$ cat src/rtl/core/bsas_pkg.sv
// Shared types and codes for the bounded array stack with search.
// Used by bsas_seq and bounded_stack_array_with_search; no dependencies.
package bsas_pkg;

   // fixed field widths of the request and response words
   localparam int CMD_W    = 3;
   localparam int IDX_W    = 4;
   localparam int FIELD_W  = 32;
   localparam int STATUS_W = 3;
   localparam int COUNT_W  = 5;

   // command codes
   localparam logic [CMD_W-1:0] CMD_PUSH  = 3'd0;
   localparam logic [CMD_W-1:0] CMD_POP   = 3'd1;
   localparam logic [CMD_W-1:0] CMD_READ  = 3'd2;
   localparam logic [CMD_W-1:0] CMD_WRITE = 3'd3;
   localparam logic [CMD_W-1:0] CMD_FIND  = 3'd4;

   // status codes
   localparam logic [STATUS_W-1:0] STAT_OK        = 3'd0;
   localparam logic [STATUS_W-1:0] STAT_FULL      = 3'd1;
   localparam logic [STATUS_W-1:0] STAT_EMPTY     = 3'd2;
   localparam logic [STATUS_W-1:0] STAT_RANGE     = 3'd3;
   localparam logic [STATUS_W-1:0] STAT_NOT_FOUND = 3'd4;

   // back and front report this when the stack is empty
   localparam logic [FIELD_W-1:0] EMPTY_WORD = '1;

   typedef enum logic [2:0] {
      SEQ_IDLE,
      SEQ_EXEC,
      SEQ_WAIT,
      SEQ_SCAN,
      SEQ_DONE
   } bsas_state_type;

   typedef struct packed {
      logic [STATUS_W-1:0] status;
      logic [FIELD_W-1:0]  read_value;
      logic                found;
      logic [IDX_W-1:0]    found_index;
      logic [COUNT_W-1:0]  entry_count;
      logic [FIELD_W-1:0]  back_value;
      logic [FIELD_W-1:0]  front_value;
   } bsas_result_type;

endpackage

$ cat src/rtl/core/bsas_mem.sv
// Entry storage: one write port and one read port, read data registered.
// No dependencies.
module bsas_mem #(
   parameter int DEPTH      = 16,
   parameter int DATA_WIDTH = 32
) (
   input  logic                     clock,
   input  logic                     wr_en,
   input  logic [$clog2(DEPTH)-1:0] wr_addr,
   input  logic [DATA_WIDTH-1:0]    wr_data,
   input  logic                     rd_en,
   input  logic [$clog2(DEPTH)-1:0] rd_addr,
   output logic [DATA_WIDTH-1:0]    rd_data
);

   logic [DATA_WIDTH-1:0] entry_mem_ff [DEPTH];
   logic [DATA_WIDTH-1:0] rd_data_ff;

   // write port
   always_ff @(posedge clock) begin
      if (wr_en) begin
         entry_mem_ff[wr_addr] <= wr_data;
      end
   end

   // read port, registered read data
   always_ff @(posedge clock) begin
      if (rd_en) begin
         rd_data_ff <= entry_mem_ff[rd_addr];
      end
   end

   assign rd_data = rd_data_ff;

endmodule

$ cat src/rtl/core/bsas_seq.sv
// Command sequencer: holds the count and the top and bottom entries, drives
// the entry memory and scans it for find. Depends on bsas_pkg.
module bsas_seq #(
   parameter int DEPTH      = 16,
   parameter int DATA_WIDTH = 32
) (
   input  logic                             clock,
   input  logic                             reset,
   input  logic                             req_valid,
   output logic                             req_ready,
   input  logic [bsas_pkg::CMD_W-1:0]       req_command,
   input  logic [bsas_pkg::IDX_W-1:0]       req_index,
   input  logic [bsas_pkg::FIELD_W-1:0]     req_value,
   output logic                             mem_wr_en,
   output logic [$clog2(DEPTH)-1:0]         mem_wr_addr,
   output logic [DATA_WIDTH-1:0]            mem_wr_data,
   output logic                             mem_rd_en,
   output logic [$clog2(DEPTH)-1:0]         mem_rd_addr,
   input  logic [DATA_WIDTH-1:0]            mem_rd_data,
   output logic                             res_valid,
   input  logic                             res_free,
   output bsas_pkg::bsas_result_type        res
);
   import bsas_pkg::*;

   localparam int AW = $clog2(DEPTH);
   localparam int CW = $clog2(DEPTH + 1);
   localparam int XW = (CW > IDX_W) ? CW : IDX_W;
   localparam logic [CW-1:0] FULL_COUNT = CW'(DEPTH);

   bsas_state_type        state_ff, state_in;
   logic [CMD_W-1:0]      cmd_ff, cmd_in;
   logic [IDX_W-1:0]      idx_ff, idx_in;
   logic [DATA_WIDTH-1:0] val_ff, val_in;
   logic [CW-1:0]         count_ff, count_in;
   logic [DATA_WIDTH-1:0] back_ff, back_in;
   logic [DATA_WIDTH-1:0] front_ff, front_in;
   logic [STATUS_W-1:0]   status_ff, status_in;
   logic [DATA_WIDTH-1:0] rd_ff, rd_in;
   logic                  found_ff, found_in;
   logic [AW-1:0]         scan_ff, scan_in;

   logic          req_fire;
   logic          idx_in_range;
   logic          idx_is_top;
   logic          is_empty;
   logic          needs_wait;
   logic          needs_scan;
   logic          scan_match;
   logic          scan_last;
   logic [AW-1:0] scan_next;
   logic [CW-1:0] count_dec;

   // shared decode of the held word against the current count
   always_comb begin
      req_fire     = req_valid && (state_ff == SEQ_IDLE);
      is_empty     = (count_ff == '0);
      count_dec    = count_ff - CW'(1);
      idx_in_range = XW'(idx_ff) < XW'(count_ff);
      idx_is_top   = XW'(idx_ff) == XW'(count_dec);
      scan_next    = scan_ff + AW'(1);
      scan_match   = (mem_rd_data == val_ff);
      scan_last    = ((CW'(scan_ff) + CW'(1)) == count_ff);
      needs_wait   = ((cmd_ff == CMD_POP) && (count_ff > CW'(1)))
                  || ((cmd_ff == CMD_READ) && idx_in_range);
      needs_scan   = (cmd_ff == CMD_FIND) && !is_empty;
   end

   // next state
   always_comb begin
      state_in = state_ff;
      unique case (state_ff)
         SEQ_IDLE: begin
            if (req_fire) begin
               state_in = SEQ_EXEC;
            end
         end
         SEQ_EXEC: begin
            if (needs_scan) begin
               state_in = SEQ_SCAN;
            end else if (needs_wait) begin
               state_in = SEQ_WAIT;
            end else begin
               state_in = SEQ_DONE;
            end
         end
         SEQ_WAIT: begin
            state_in = SEQ_DONE;
         end
         SEQ_SCAN: begin
            if (scan_match || scan_last) begin
               state_in = SEQ_DONE;
            end
         end
         SEQ_DONE: begin
            if (res_free) begin
               state_in = SEQ_IDLE;
            end
         end
         default: begin
            state_in = SEQ_IDLE;
         end
      endcase
   end

   // datapath and memory control
   always_comb begin
      cmd_in      = cmd_ff;
      idx_in      = idx_ff;
      val_in      = val_ff;
      count_in    = count_ff;
      back_in     = back_ff;
      front_in    = front_ff;
      status_in   = status_ff;
      rd_in       = rd_ff;
      found_in    = found_ff;
      scan_in     = scan_ff;
      mem_wr_en   = 1'b0;
      mem_wr_addr = count_ff[AW-1:0];
      mem_wr_data = val_ff;
      mem_rd_en   = 1'b0;
      mem_rd_addr = AW'(idx_ff);
      unique case (state_ff)
         SEQ_IDLE: begin
            if (req_fire) begin
               cmd_in    = req_command;
               idx_in    = req_index;
               val_in    = DATA_WIDTH'($unsigned(req_value));
               status_in = STAT_OK;
               rd_in     = '0;
               found_in  = 1'b0;
               scan_in   = '0;
            end
         end
         SEQ_EXEC: begin
            case (cmd_ff)
               CMD_PUSH: begin
                  if (count_ff == FULL_COUNT) begin
                     status_in = STAT_FULL;
                  end else begin
                     mem_wr_en = 1'b1;
                     count_in  = count_ff + CW'(1);
                     back_in   = val_ff;
                     if (is_empty) begin
                        front_in = val_ff;
                     end
                  end
               end
               CMD_POP: begin
                  if (is_empty) begin
                     status_in = STAT_EMPTY;
                  end else begin
                     count_in = count_dec;
                     // new top comes back from memory
                     if (count_ff > CW'(1)) begin
                        mem_rd_en   = 1'b1;
                        mem_rd_addr = AW'(count_ff - CW'(2));
                     end
                  end
               end
               CMD_READ: begin
                  if (!idx_in_range) begin
                     status_in = STAT_RANGE;
                  end else begin
                     mem_rd_en = 1'b1;
                  end
               end
               CMD_WRITE: begin
                  if (!idx_in_range) begin
                     status_in = STAT_RANGE;
                  end else begin
                     mem_wr_en   = 1'b1;
                     mem_wr_addr = AW'(idx_ff);
                     if (idx_is_top) begin
                        back_in = val_ff;
                     end
                     if (idx_ff == '0) begin
                        front_in = val_ff;
                     end
                  end
               end
               CMD_FIND: begin
                  if (is_empty) begin
                     status_in = STAT_NOT_FOUND;
                  end else begin
                     mem_rd_en   = 1'b1;
                     mem_rd_addr = '0;
                  end
               end
               default: begin
                  // unused codes leave everything as is
               end
            endcase
         end
         SEQ_WAIT: begin
            if (cmd_ff == CMD_POP) begin
               back_in = mem_rd_data;
            end else begin
               rd_in = mem_rd_data;
            end
         end
         SEQ_SCAN: begin
            // read data belongs to scan_ff; next address goes out meanwhile
            if (scan_match) begin
               found_in = 1'b1;
            end else if (scan_last) begin
               status_in = STAT_NOT_FOUND;
            end else begin
               mem_rd_en   = 1'b1;
               mem_rd_addr = scan_next;
               scan_in     = scan_next;
            end
         end
         SEQ_DONE: begin
            // hold until the output register takes the word
         end
         default: begin
         end
      endcase
   end

   // handshake and result word
   always_comb begin
      req_ready       = (state_ff == SEQ_IDLE);
      res_valid       = (state_ff == SEQ_DONE);
      res.status      = status_ff;
      res.read_value  = FIELD_W'($signed(rd_ff));
      res.found       = found_ff;
      res.found_index = found_ff ? IDX_W'(scan_ff) : '0;
      res.entry_count = COUNT_W'(count_ff);
      res.back_value  = is_empty ? EMPTY_WORD : FIELD_W'($signed(back_ff));
      res.front_value = is_empty ? EMPTY_WORD : FIELD_W'($signed(front_ff));
   end

   // control registers
   always_ff @(posedge clock) begin
      if (reset) begin
         state_ff <= SEQ_IDLE;
         count_ff <= '0;
      end else begin
         state_ff <= state_in;
         count_ff <= count_in;
      end
   end

   // payload registers
   always_ff @(posedge clock) begin
      cmd_ff    <= cmd_in;
      idx_ff    <= idx_in;
      val_ff    <= val_in;
      back_ff   <= back_in;
      front_ff  <= front_in;
      status_ff <= status_in;
      rd_ff     <= rd_in;
      found_ff  <= found_in;
      scan_ff   <= scan_in;
   end

   // count never passes the depth
   a_count_bound: assert property (@(posedge clock) disable iff (reset)
      count_ff <= FULL_COUNT)
      else $error("entry count above depth");

   // a write and a read never go to the memory in the same cycle
   a_no_rw_overlap: assert property (@(posedge clock) disable iff (reset)
      !(mem_wr_en && mem_rd_en))
      else $error("memory read and write overlap");

   // count moves only out of the execute step
   a_count_only_exec: assert property (@(posedge clock) disable iff (reset)
      (state_ff != SEQ_EXEC) |=> $stable(count_ff))
      else $error("count changed outside execute");

   // count moves by at most one per command
   a_count_step: assert property (@(posedge clock) disable iff (reset)
      (state_ff == SEQ_EXEC) |=> (count_ff == $past(count_ff))
         || (count_ff == $past(count_ff) + CW'(1))
         || (count_ff == $past(count_ff) - CW'(1)))
      else $error("count jumped");

endmodule

$ cat src/rtl/core/bounded_stack_array_with_search.sv
// Bounded array stack with indexed access and linear search: top level.
// Depends on bsas_pkg, bsas_mem and bsas_seq.
//
//   channel | ports               | handshake     | word
//   --------+---------------------+---------------+---------------------------------
//   request | req_*               | valid / ready | command, index, value
//   result  | rsp_*               | valid / ready | status, read, find, count, ends
//
// One command at a time. Push, overwrite, refused and unused commands pass
// through accept, execute and done; a pop that leaves entries behind and an
// in-range read add a wait state for the registered memory read, a pop of
// the last entry does not, and find adds a scan state that compares entries
// one per cycle through the single memory read port (none on an empty stack).
// Reset clears the count and the sequencer; the entry memory is not cleared.
// The result sits in an output register, so a new command is accepted while
// a finished word waits; a stalled result holds the next one in the sequencer.
module bounded_stack_array_with_search #(
   parameter int DEPTH      = 16,
   parameter int DATA_WIDTH = 32
) (
   input  logic                                  clock,
   input  logic                                  reset,
   input  logic                                  req_valid,
   output logic                                  req_ready,
   input  logic [bsas_pkg::CMD_W-1:0]            req_command,
   input  logic [bsas_pkg::IDX_W-1:0]            req_index,
   input  logic signed [bsas_pkg::FIELD_W-1:0]   req_value,
   output logic                                  rsp_valid,
   input  logic                                  rsp_ready,
   output logic [bsas_pkg::STATUS_W-1:0]         rsp_status,
   output logic signed [bsas_pkg::FIELD_W-1:0]   rsp_read_value,
   output logic                                  rsp_found,
   output logic [bsas_pkg::IDX_W-1:0]            rsp_found_index,
   output logic [bsas_pkg::COUNT_W-1:0]          rsp_entry_count,
   output logic signed [bsas_pkg::FIELD_W-1:0]   rsp_back_value,
   output logic signed [bsas_pkg::FIELD_W-1:0]   rsp_front_value
);
   import bsas_pkg::*;

   localparam int AW = $clog2(DEPTH);

   logic                  mem_wr_en;
   logic [AW-1:0]         mem_wr_addr;
   logic [DATA_WIDTH-1:0] mem_wr_data;
   logic                  mem_rd_en;
   logic [AW-1:0]         mem_rd_addr;
   logic [DATA_WIDTH-1:0] mem_rd_data;

   logic            res_valid;
   logic            res_free;
   bsas_result_type res;

   logic            rsp_valid_ff, rsp_valid_in;
   bsas_result_type rsp_word_ff, rsp_word_in;

   bsas_seq #(
      .DEPTH      (DEPTH),
      .DATA_WIDTH (DATA_WIDTH)
   ) u_seq (
      .clock       (clock),
      .reset       (reset),
      .req_valid   (req_valid),
      .req_ready   (req_ready),
      .req_command (req_command),
      .req_index   (req_index),
      .req_value   (req_value),
      .mem_wr_en   (mem_wr_en),
      .mem_wr_addr (mem_wr_addr),
      .mem_wr_data (mem_wr_data),
      .mem_rd_en   (mem_rd_en),
      .mem_rd_addr (mem_rd_addr),
      .mem_rd_data (mem_rd_data),
      .res_valid   (res_valid),
      .res_free    (res_free),
      .res         (res)
   );

   bsas_mem #(
      .DEPTH      (DEPTH),
      .DATA_WIDTH (DATA_WIDTH)
   ) u_mem (
      .clock   (clock),
      .wr_en   (mem_wr_en),
      .wr_addr (mem_wr_addr),
      .wr_data (mem_wr_data),
      .rd_en   (mem_rd_en),
      .rd_addr (mem_rd_addr),
      .rd_data (mem_rd_data)
   );

   // output register: loads when empty or being drained
   always_comb begin
      res_free     = !rsp_valid_ff || rsp_ready;
      rsp_valid_in = (res_valid && res_free) || (rsp_valid_ff && !rsp_ready);
      rsp_word_in  = (res_valid && res_free) ? res : rsp_word_ff;
   end

   always_ff @(posedge clock) begin
      if (reset) begin
         rsp_valid_ff <= 1'b0;
      end else begin
         rsp_valid_ff <= rsp_valid_in;
      end
   end

   always_ff @(posedge clock) begin
      rsp_word_ff <= rsp_word_in;
   end

   // result word onto the ports
   assign rsp_valid       = rsp_valid_ff;
   assign rsp_status      = rsp_word_ff.status;
   assign rsp_read_value  = rsp_word_ff.read_value;
   assign rsp_found       = rsp_word_ff.found;
   assign rsp_found_index = rsp_word_ff.found_index;
   assign rsp_entry_count = rsp_word_ff.entry_count;
   assign rsp_back_value  = rsp_word_ff.back_value;
   assign rsp_front_value = rsp_word_ff.front_value;

endmodule

$ cat config.mk
export PLATFORM = sky130hd
export DESIGN_NAME = bounded_stack_array_with_search
export DESIGN_NICKNAME = d
export VERILOG_FILES = /design/src/rtl/core/bsas_pkg.sv /design/src/rtl/core/bsas_mem.sv /design/src/rtl/core/bsas_seq.sv /design/src/rtl/core/bounded_stack_array_with_search.sv
export SDC_FILE = /design/constraint.sdc
export NUM_CORES = 1
export LEC_CHECK = 0
export BUFFER_PORTS_ARGS = -buffer_cell sky130_fd_sc_hd__buf_2
export CORE_ASPECT_RATIO = 0.75
export CORE_UTILIZATION = 48
export CTS_CLUSTER_DIAMETER = 80
export DETAILED_ROUTE_END_ITERATION = 10
export SLEW_MARGIN = 0
export SYNTH_ARGS = -nofsm -noshare
export SYNTH_HDL_FRONTEND = slang
export SYNTH_SLANG_ARGS = --single-unit
$ cat constraint.sdc
create_clock -name clock -period 10.25 [get_ports clock]
set_input_delay 2.05 -clock clock [delete_from_list [all_inputs] [get_ports clock]]
set_output_delay 2.05 -clock clock [all_outputs]
set_load 0.01 [all_outputs]
==> summary.txt, run 1 <==
Placed design
  – Final GP Congestion: 0.845
  – Hpwl dp: about 42000 um
  – Setup WS pre-CTS: 4.80 ns
  – Port Buf Inserts: 153
  – Placed instance count: 3070

Clock tree
  – Cts bufs inserted: 79
  – Setup bufs post-CTS: 0
  – Root Driver: clkbuf_16
  – Clk Latency, worst-skew pair: 0.64 ns
  – Clock sink count: 805
  – H-tree depth: 3
  – Post-CTS sizing: 0
  – Hold_buf cts: 0
  – Clock tree from TritonCTS: built
  – Worst-path clk slew: 0.06 ns
  – CTS max path bufs: 3

Pwr
  – Power per cell area: around 200 nW/um^2
  – Leakage: 0.0124 uW
  – Max IR drop VDD: 0.120 mV

Critical path
  – Crit Path Max Fanout: 77
  – Critical path buffer and inverter count: 3
  – Setup crit end kind: register
  – Slowest-stage cell, CP: buf_4
  – CP delay by family, top: buffers and inverters
  – CP Class: reg -> reg
  – Required time worst endpoint: roughly 11 ns
  – CP max stage delay: 0.81 ns
  – Crit path cell chain: inv_1 -> ha_1 -> nand2b_1 -> a211o_1 -> nand3b_1 -> a211o_1 -> mux2_1 -> o21ai_1 -> o221a_4 -> buf_4 -> buf_4 -> nand3_1 -> a32oi_1 -> nand3_1
  – CP Data Arrival Time: a little under 6 ns
  – Startpoint Class: register

Outcome
  – Outcome: finished, final reports clean

Route
  – Final ANT Viol Nets: 0
  – Iteration-0 DRC count of the detailed router: 1951
  – Via density: 5.67
  – Drt total wl: 77800 um
  – Routed length per instance: 24.2 um
  – 1st-pass router iterations: 6
  – Via count: 18200
  – DRC Markers: 0

Global route
  – Total global-route track usage: 0.232
  – First-pass GRT wire length: 113000 um
  – Vias in the first global route: between 15000 and 20000
  – Pin count of the biggest net entering global routing: 146
  – Total grt overflow: 0
  – Initial antenna violation count: 2

STA
  – Fmax: 0.179 GHz
  – RSZ-0062 raised after global routing: no
  – Final setup viols: 0
  – Worst Hold Margin: 0.420 ns
  – Worst setup slack after layout: 4.65 ns
  – Final TNS setup: 0 ns
  – Min Tclk post-route: 5.60 ns
  – Crit share post-route: 0.547
  – Slew @ Worst Pin: 1.17 ns
  – Final Max Slew Viols: 0
  – Slew HR: 0.217
  – Clk_skew: 0.0220 ns
  – Final Hold Fails: 0

Logic synthesis
  – Mapped Nets: 2176
  – Sequential area share after synthesis: 0.764
  – Post-synth EDFFs: between 700 and 800
  – Synth top area share: 0.758
  – Synth top area cells: edfxtp_1 (76%), nand2_1 (4.9%), nand3_1 (3.6%)
  – Yosys warnings: 0
  – Cell Area, Synth: 31500 sq um
  – Flops & latches, synth: 805
  – Area leader, netlist: edfxtp_1
  – Ys flop type: edfxtp_1
  – Most frequent cells after synthesis: edfxtp_1 (796), nand2_1 (408), nand3_1 (227)
  – Synth Instances: ~2100
  – Post-synth ARST share: 0
  – Syn_area_per_cell: between 10 and 15 sq um
  – Netlist cell types: 57
  – Count leader, synth: edfxtp_1

Die
  – Initial Util: 0.491
  – Die width: 298 um
  – Core box area: 64300 sq um
  – # IOs: approximately 150
  – Chip height: 224 um
  – Row cnt: 80
  – Die footprint: 66700 sq um

Layout
  – Layout cells sized above 1: 0.195
  – Post-Layout Cell Count: 3215
  – Final net count: 2344
  – P&R area growth vs syn: 14.9%
  – Antenna Cells: 0
  – Fill count: about 5100

Flow run
  – Max Cap Viol: 0

Worst hold path
  – Worst Hold Class: reg -> reg
==> placed cells by master (no fill, tap or decap), types with 3 or more instances in the layout <==
cell and instances:
nand3_1 227, nand3b_1 4, a32oi_1 35, nor3_1 9
a31oi_1 10, mux2i_1 100, nor4_1 9, a21oi_1 10
nand4_1 68, xnor2_1 8, nor2_1 29, xor2_1 36
buf_4 58, and2_1 36, clkinv_1 18, mux2_2 32
edfxtp_1 796, nor2b_1 5, inv_1 8, nand2_1 407
nand2b_1 8, clkinv_8 4, o21a_1 3, clkbuf_1 12
clkbuf_16 81, or2_2 66, nor2_4 18, buf_2 153
a211oi_1 3, or3_1 3, clkinvlp_4 3, bufinv_16 13
clkinv_2 10, ha_1 11, o21ai_0 8, dfxtp_1 9
==> per-layer routing <==
layer,routed length [um],global-route usage
met2,34100,0.345
met1,35100,0.348
met4,1240,0.0529
met3,7340,0.0532
met5,0,0
==> state kept, by name, summed over array words and instances (netlist names), 4 cells and up <==
| name | cells |
|---|---|
| u_mem.entry_mem_ff | 512 |
| rsp_entry_count | 5 |
| u_seq.scan_ff | 4 |
| u_seq.count_ff | 5 |
| u_seq.front_ff | 32 |
| u_seq.back_ff | 32 |
| u_seq.mem_wr_data | 32 |
| u_mem.rd_data | 32 |
| rsp_found_index | 4 |
| rsp_front_value | 32 |
| rsp_back_value | 32 |
| u_seq.rd_ff | 32 |
| u_seq.idx_ff | 4 |
| rsp_read_value | 32 |
==> worst paths after layout <==
kind         cells after the start  slack (ns)               from           endpoint
max                             14        4.65  u_seq.count_ff[2]  u_mem.rd_data[26]
min                              0        0.42     u_seq.rd_ff[5]  rsp_read_value[5]
min reg2reg                      0        0.42     u_seq.rd_ff[5]  rsp_read_value[5]
max reg2reg                     14        4.65  u_seq.count_ff[2]  u_mem.rd_data[26]
==> through the flow <==
stage	instance area, sq um	util	power [uW]
after floorplan	31500	-	4040
after global placement	33500	0.521	4190
after detailed placement	33500	0.521	4200
after CTS	36200	0.564	7200
after global routing	36200	0.564	7360
final	36200	0.564	7160
==> area by class of cell <==
type | count | area (sq um) | share of cell area
flip-flops and latches | 805 | 24100 | 0.665
inverters | 9 | 33.8 | 0.000933
clock inverters | 52 | 642 | 0.0177
clock buffers | 93 | 2070 | 0.0572
multi-input cells | 1183 | 7090 | 0.196
well taps | 861 | 1080 | 0.0297
repair buffers | 212 | 1220 | 0.0337
==> worst register-to-register path: stages (launching register included) <==
cell and delay, ns:
dfxtp_1 0.70, inv_1 0.30, ha_1 0.28, nand2b_1 0.15, a211o_1 0.26, nand3b_1 0.12, a211o_1 0.33, mux2_1 0.30
o21ai_1 0.29, o221a_4 0.23, buf_4 0.81, buf_4 0.87, nand3_1 0.21, a32oi_1 0.28, nand3_1 0.16
==> where the power goes <==
group          switching (uW)  internal, uW
clock                    1240          1790
sequential               36.7          3690
combinational             281           124
total                    1560          5600
==> kinds of logic after synthesis <==
kind of cell | share of synthesized area
adders and majority gates | 0.00437
AOI/OAI and AO/OA | 0.0225
xor gates and xnor gates | 0.0129
muxes | 0.0435
DFF | 0.764
buffers and inverters | 0.0186
and+or+nand+nor | 0.134
Power figures use the tool's default switching activity.
==> run 2, diff against run 1 <==
--- a/config.mk
+++ b/config.mk
@@ -10,6 +10,7 @@
 export CORE_UTILIZATION = 48
 export CTS_CLUSTER_DIAMETER = 80
 export DETAILED_ROUTE_END_ITERATION = 10
+export PLACE_DENSITY = 0.67
 export SLEW_MARGIN = 0
 export SYNTH_ARGS = -nofsm -noshare
 export SYNTH_HDL_FRONTEND = slang
==> constraint.sdc (replaced) <==
create_clock -name clock -period 4.9 [get_ports clock]
set_input_delay 0.98 -clock clock [delete_from_list [all_inputs] [get_ports clock]]
set_output_delay 0.98 -clock clock [all_outputs]
set_load 0.01 [all_outputs]
==> run 2 against run 1 <==
Cell count increased by 0.59%; sequential power grew 110%; clock skew grew 0.0079 ns; setup slack lost 4.2 ns; power up 100%; non-clock buffer count rose by 30; via count rose by 1.4%.
==> summary.txt, run 2 (same netlist as run 1, synthesis figures left out) <==
Outcome
  – Outcome: finished, final reports clean (unchanged)

Clock tree
  – Setup bufs post-CTS: 0 (unchanged)
  – CTS max path bufs: 3 (unchanged)
  – Clock sink count: 805 (unchanged)
  – Clock tree from TritonCTS: built (unchanged)
  – Hold_buf cts: 0 (unchanged)
  – Worst-path clk slew: 0.06 ns (about the same)
  – H-tree depth: 3 (unchanged)
  – Root Driver: clkbuf_16 (unchanged)
  – Cts bufs inserted: 77 (was 79)
  – Post-CTS sizing: 0 (unchanged)
  – Clk Latency, worst-skew pair: 0.64 ns (about the same)

Global route
  – Vias in the first global route: 17600 (was 17300)
  – Pin count of the biggest net entering global routing: 107 (was 146)
  – First-pass GRT wire length: 115000 um (was 113000 um)
  – Total grt overflow: 0 (unchanged)
  – Total global-route track usage: 0.235 (was 0.232)
  – Initial antenna violation count: 9 (was 2)

Flow run
  – Max Cap Viol: 0 (unchanged)

Die
  – Row cnt: 80 (unchanged)
  – Die footprint: 66700 sq um (unchanged)
  – Initial Util: 0.491 (unchanged)
  – # IOs: 154 (unchanged)
  – Chip height: 224 um (unchanged)
  – Core box area: 64300 sq um (unchanged)
  – Die width: 298 um (unchanged)

Placed design
  – Port Buf Inserts: 153 (unchanged)
  – Hpwl dp: 46100 um (was 41900 um)
  – Setup WS pre-CTS: 0.614 ns (was 4.80 ns)
  – Final GP Congestion: 0.861 (was 0.845)

Critical path
  – CP Class: reg -> reg (unchanged)
  – CP Data Arrival Time: 4.73 ns (was 5.94 ns)
  – Required time worst endpoint: 5.21 ns (was 10.59 ns)
  – Startpoint Class: register (unchanged)
  – Setup crit end kind: register (unchanged)
  – Crit Path Max Fanout: 21 (was 77)
  – Reg2Reg Setup Slack: 0.48 ns (was 4.65 ns)

Route
  – Via count: 18500 (was 18200)
  – Routed length per instance: 24.5 um (was 24.2 um)
  – Drt total wl: 79200 um (was 77800 um)
  – Iteration-0 DRC count of the detailed router: 2513 (was 1951)
  – Final ANT Viol Nets: 0 (unchanged)
  – 1st-pass router iterations: 6 (unchanged)
  – Via density: 5.71 (was 5.67)
  – DRC Markers: 0 (unchanged)

Layout
  – Final net count: 2372 (was 2344)
  – Layout cells sized above 1: 0.203 (was 0.195)
  – Largest register by flop count: u_mem.entry_mem_ff (unchanged)
  – Commonest non-fill, non-tap cells in the layout: edfxtp_1 (796), nand2_1 (407), nand3_1 (227) (unchanged)
  – Max reg flops: 512 (unchanged)
  – P&R area growth vs syn: 15.7% (was 14.9%)
  – Most common cell after layout, fill and taps aside: edfxtp_1 (unchanged)

STA
  – Final setup viols: 0 (unchanged)
  – Final Max Slew Viols: 0 (unchanged)
  – Min Tclk post-route: 4.42 ns (was 5.60 ns)
  – Final TNS setup: 0 ns (unchanged)
  – Worst Hold Margin: 0.415 ns (was 0.420 ns)
  – Clk_skew: 0.0299 ns (was 0.0220 ns)
  – Worst setup slack after layout: 0.477 ns (was 4.65 ns)
  – RSZ-0062 raised after global routing: no (unchanged)
  – Fmax: 0.226 GHz (was 0.179 GHz)
  – Slew HR: 0.128 (was 0.217)
  – Slew @ Worst Pin: 1.29 ns (was 1.17 ns)
  – Crit share post-route: 0.903 (was 0.547)
  – Final Hold Fails: 0 (unchanged)

Pwr
  – Power per cell area: 399 nW/um^2 (was 198 nW/um^2)
  – Max IR drop VDD: 0.245 mV (was 0.120 mV)
  – Leakage: 0.0125 uW (was 0.0124 uW)

Worst hold path
  – Worst Hold Class: reg -> reg (unchanged)
==> run 2: cell count changes in the layout (fill, tap and decap cells not counted), moves of 3 or more <==
cell and delta:
buf_4 +9, clkinv_1 -6, bufinv_16 -6, buf_12 +21, clkbuf_16 -4, clkinv_8 -3
clkbuf_1 +3
==> run 2: worst max-delay path, stage by stage (launching register included) <==
cell	delay [ns]
dfxtp_1	0.58
inv_1	0.28
ha_1	0.35
nor2b_1	0.12
o21ai_0	0.17
nand2b_1	0.08
a21oi_1	0.24
o21a_1	0.26
nand4b_1	0.41
nor2_1	0.29
a32oi_1	0.29
nor2_4	0.70
buf_12	0.30
==> run 2: path summary, 6_finish.rpt <==
check	start	endpoint	depth (start not counted)
min reg2reg	u_seq.status_ff[0]	rsp_status[0]	0
max reg2reg	u_seq.count_ff[1]	u_mem.entry_mem_ff[11][15]	12
max	u_seq.count_ff[1]	u_mem.entry_mem_ff[11][15]	12
min	u_seq.status_ff[0]	rsp_status[0]	0
==> run 2: stage by stage <==
step	utilization	instance area (sq um)	total power, uW	cells
finish	0.568	36500	14600	3234
CTS	0.567	36500	14700	3233
global placement	0.529	34000	8800	3100
floorplan	-	31500	8450	2122
global route	0.567	36500	15000	3233
detailed placement	0.529	34000	8820	3100
==> run 2: power by group <==
group	internal [uW]	total, uW	switching (uW)
registers	7710	7780	73.2
logic	296	909	613
clock network	3300	5870	2570
total	11300	14600	3260
==> run 2: final cells by class <==
cell class / instances / area [sq um]
Fill cell: 4992 / 27800
Clock buffer: 92 / 1980
Clock inverter: 41 / 489
Tap cell: 861 / 1080
Timing Repair Buffer: 242 / 1710
Sequential cell: 805 / 24100
Inverter: 9 / 33.8
Multi-Input combinational cell: 1183 / 7090
Antenna cell: 1 / 2.50
==> run 2: routing by layer <==
layer,track usage,vias to the layer above,wire (um)
li1,-,8288,-
met1,0.353,9117,34300
met2,0.340,972,34100
met3,0.0621,103,9200
met4,0.0619,0,1650
met5,0,-,0
==> run 3, diff against run 2 <==
--- a/config.mk
+++ b/config.mk
@@ -10,7 +10,6 @@
 export CORE_UTILIZATION = 48
 export CTS_CLUSTER_DIAMETER = 80
 export DETAILED_ROUTE_END_ITERATION = 10
-export PLACE_DENSITY = 0.67
 export SLEW_MARGIN = 0
 export SYNTH_ARGS = -nofsm -noshare
 export SYNTH_HDL_FRONTEND = slang
==> constraint.sdc (replaced) <==
create_clock -name clock -period 5.2 [get_ports clock]
set_input_delay 1.04 -clock clock [delete_from_list [all_inputs] [get_ports clock]]
set_output_delay 1.04 -clock clock [all_outputs]
set_load 0.01 [all_outputs]
==> run 3 against run 2 <==
Sequential power down 5.7%; global-route usage up 0.54 points; count of clock-buffer cells in the layout up 3; critical path type unchanged; largest cell class unchanged; first-iteration DRC count down 13%.
==> summary.txt, run 3 (same netlist as run 1, synthesis figures left out) <==
Critical path
  – Setup crit end kind: register (unchanged)
  – CP Data Arrival Time: 4.76 ns (was 4.73 ns)
  – Startpoint Class: register (unchanged)
  – CP max stage delay: 0.57 ns (was 0.70 ns)
  – Crit Path Max Fanout: 29 (was 21)
  – Slowest-stage cell, CP: edfxtp_1 (was nor2_4)
  – Most common cell on crit path: buf_12
  – CP Class: reg -> reg (unchanged)
  – Required time worst endpoint: 5.63 ns (was 5.21 ns)
  – Crit path cell chain: ha_1 -> o21ba_2 -> a221o_1 -> a2111oi_2 -> o21bai_4 -> mux2i_1 -> and2_4 -> buf_12 -> buf_12 -> buf_12 -> nand2_1 -> nand3_1 -> nand4_1 -> nand3_1 (was inv_1 -> ha_1 -> nor2b_1 -> o21ai_0 -> nand2b_1 -> a21oi_1 -> o21a_1 -> nand4b_1 -> nor2_1 -> a32oi_1 -> nor2_4 -> buf_12)

Die
  – # IOs: 154 (unchanged)
  – Die footprint: 66700 sq um (unchanged)
  – Row cnt: 80 (unchanged)
  – Chip height: 224 um (unchanged)
  – Core box area: 64300 sq um (unchanged)
  – Die width: 298 um (unchanged)
  – Initial Util: 0.491 (unchanged)

Route
  – Via count: 18400 (was 18500)
  – Routed length per instance: 24.6 um (was 24.5 um)
  – Drt total wl: 79700 um (was 79200 um)
  – Via density: 5.68 (was 5.71)
  – 1st-pass router iterations: 5 (was 6)
  – DRC Markers: 0 (unchanged)
  – Iteration-0 DRC count of the detailed router: 2178 (was 2513)
  – Final ANT Viol Nets: 0 (unchanged)

Clock tree
  – Setup bufs post-CTS: 0 (unchanged)
  – Post-CTS sizing: 0 (unchanged)
  – Hold_buf cts: 0 (unchanged)
  – H-tree depth: 3 (unchanged)
  – Clock tree from TritonCTS: built (unchanged)
  – CTS max path bufs: 3 (unchanged)
  – Cts bufs inserted: 78 (was 77)
  – Root Driver: clkbuf_16 (unchanged)
  – Clock sink count: 805 (unchanged)
  – Worst-path clk slew: 0.06 ns (about the same)
  – Clk Latency, worst-skew pair: 0.63 ns (was 0.64 ns)

Layout
  – Most common cell after layout, fill and taps aside: edfxtp_1 (unchanged)
  – Layout cells sized above 1: 0.202 (was 0.203)
  – Commonest non-fill, non-tap cells in the layout: edfxtp_1 (796), nand2_1 (407), nand3_1 (227) (unchanged)
  – Post-Layout Cell Count: 3242 (was 3234)
  – Final instance area: 36400 sq um (was 36500 sq um)
  – Max reg flops: 512 (unchanged)
  – Largest register by flop count: u_mem.entry_mem_ff (unchanged)
  – P&R area growth vs syn: 15.5% (was 15.7%)
  – Final Util: 0.567 (was 0.568)
  – Final net count: 2371 (was 2372)

Placed design
  – DP Area: 34000 sq um (about the same)
  – Final GP Congestion: 0.849 (was 0.861)
  – Hpwl dp: 46400 um (was 46100 um)
  – Setup WS pre-CTS: 0.955 ns (was 0.614 ns)
  – Placed instance count: 3098 (was 3100)
  – Port Buf Inserts: 153 (unchanged)

Global route
  – Pin count of the biggest net entering global routing: 193 (was 107)
  – First-pass GRT wire length: 118000 um (was 115000 um)
  – Vias in the first global route: 17800 (was 17600)
  – Total global-route track usage: 0.241 (was 0.235)
  – Total grt overflow: 0 (unchanged)
  – Initial antenna violation count: 5 (was 9)

STA
  – Slew @ Worst Pin: 1.08 ns (was 1.29 ns)
  – Worst setup slack after layout: 0.874 ns (was 0.477 ns)
  – Fmax: 0.231 GHz (was 0.226 GHz)
  – Final TNS setup: 0 ns (unchanged)
  – Final Max Slew Viols: 0 (unchanged)
  – Slew HR: 0.277 (was 0.128)
  – Final Hold Fails: 0 (unchanged)
  – Min Tclk post-route: 4.33 ns (was 4.42 ns)
  – Crit share post-route: 0.832 (was 0.903)
  – RSZ-0062 raised after global routing: no (unchanged)
  – Final setup viols: 0 (unchanged)
  – Clk_skew: 0.0228 ns (was 0.0299 ns)

Pwr
  – Internal: 10700 uW (was 11300 uW)
  – Leakage: 0.0125 uW (about the same)
  – Net Sw Frac: 0.222 (was 0.224)
  – Comb pwr share: 0.062 (about the same)
  – Max IR drop VDD: 0.261 mV (was 0.245 mV)
  – Power per cell area: 376 nW/um^2 (was 399 nW/um^2)
  – Sequential group share of total power: 0.536 (was 0.534)
  – Clk pwr share: 0.402 (was 0.403)
  – Sw power: 3040 uW (was 3260 uW)

Worst hold path
  – Worst Hold Class: reg -> reg (unchanged)

Flow run
  – Max Cap Viol: 0 (unchanged)

Outcome
  – Outcome: finished, final reports clean (unchanged)
[run 3: final timing paths]
path | startpoint | endpoint | slack [ns] | depth (start not counted)
worst max-delay path | u_seq.scan_ff[0] | u_mem.rd_data[15] | 0.87 | 14
worst min-delay path | u_seq.rd_ff[29] | rsp_read_value[29] | 0.42 | 0
worst max register to register | u_seq.scan_ff[0] | u_mem.rd_data[15] | 0.87 | 14
worst min register to register | u_seq.rd_ff[29] | rsp_read_value[29] | 0.42 | 0
[run 3: area by class of cell]
class	count	area, sq um
Antenna cell	1	2.50
Clock buffer	95	2080
Clock inverter	48	377
Fill cell	5167	27800
Inverter	9	33.8
Multi-Input combinational cell	1183	7100
Sequential cell	805	24100
Tap cell	861	1080
Timing Repair Buffer	240	1670
[run 3: stage by stage]
step | total power, uW | hold WS (ns)
floorplan | 7960 | 0.400
global placement | 8310 | 0.404
detailed placement | 8320 | 0.405
CTS | 13800 | 0.419
global route | 14100 | 0.423
finish | 13700 | 0.418
[run 3: power groups by stage]
stage / sequential (uW) / combinational (uW) / clock, uW
3_5_place_dp: 7480 / 846 / 0
4_1_cts: 7340 / 849 / 5600
3_3_place_gp: 7470 / 833 / 0
5_1_grt: 7350 / 922 / 5820
6_report: 7340 / 850 / 5500
2_1_floorplan: 7490 / 472 / 0
[run 3: critical path, delay by kind of cell (launching register included)]
kind | cells | cell delay, ns
fa+ha+maj | 1 | 0.33
flops | 1 | 0.57
buf+inv | 3 | 0.65
mux | 1 | 0.38
compound gates | 4 | 1.26
simple gates | 5 | 0.90
[run 3: routing by layer]
layer / wire length [um] / track usage
met5: 0 / 0
met4: 1500 / 0.0576
met3: 7370 / 0.0493
met2: 33900 / 0.344
met1: 37000 / 0.376
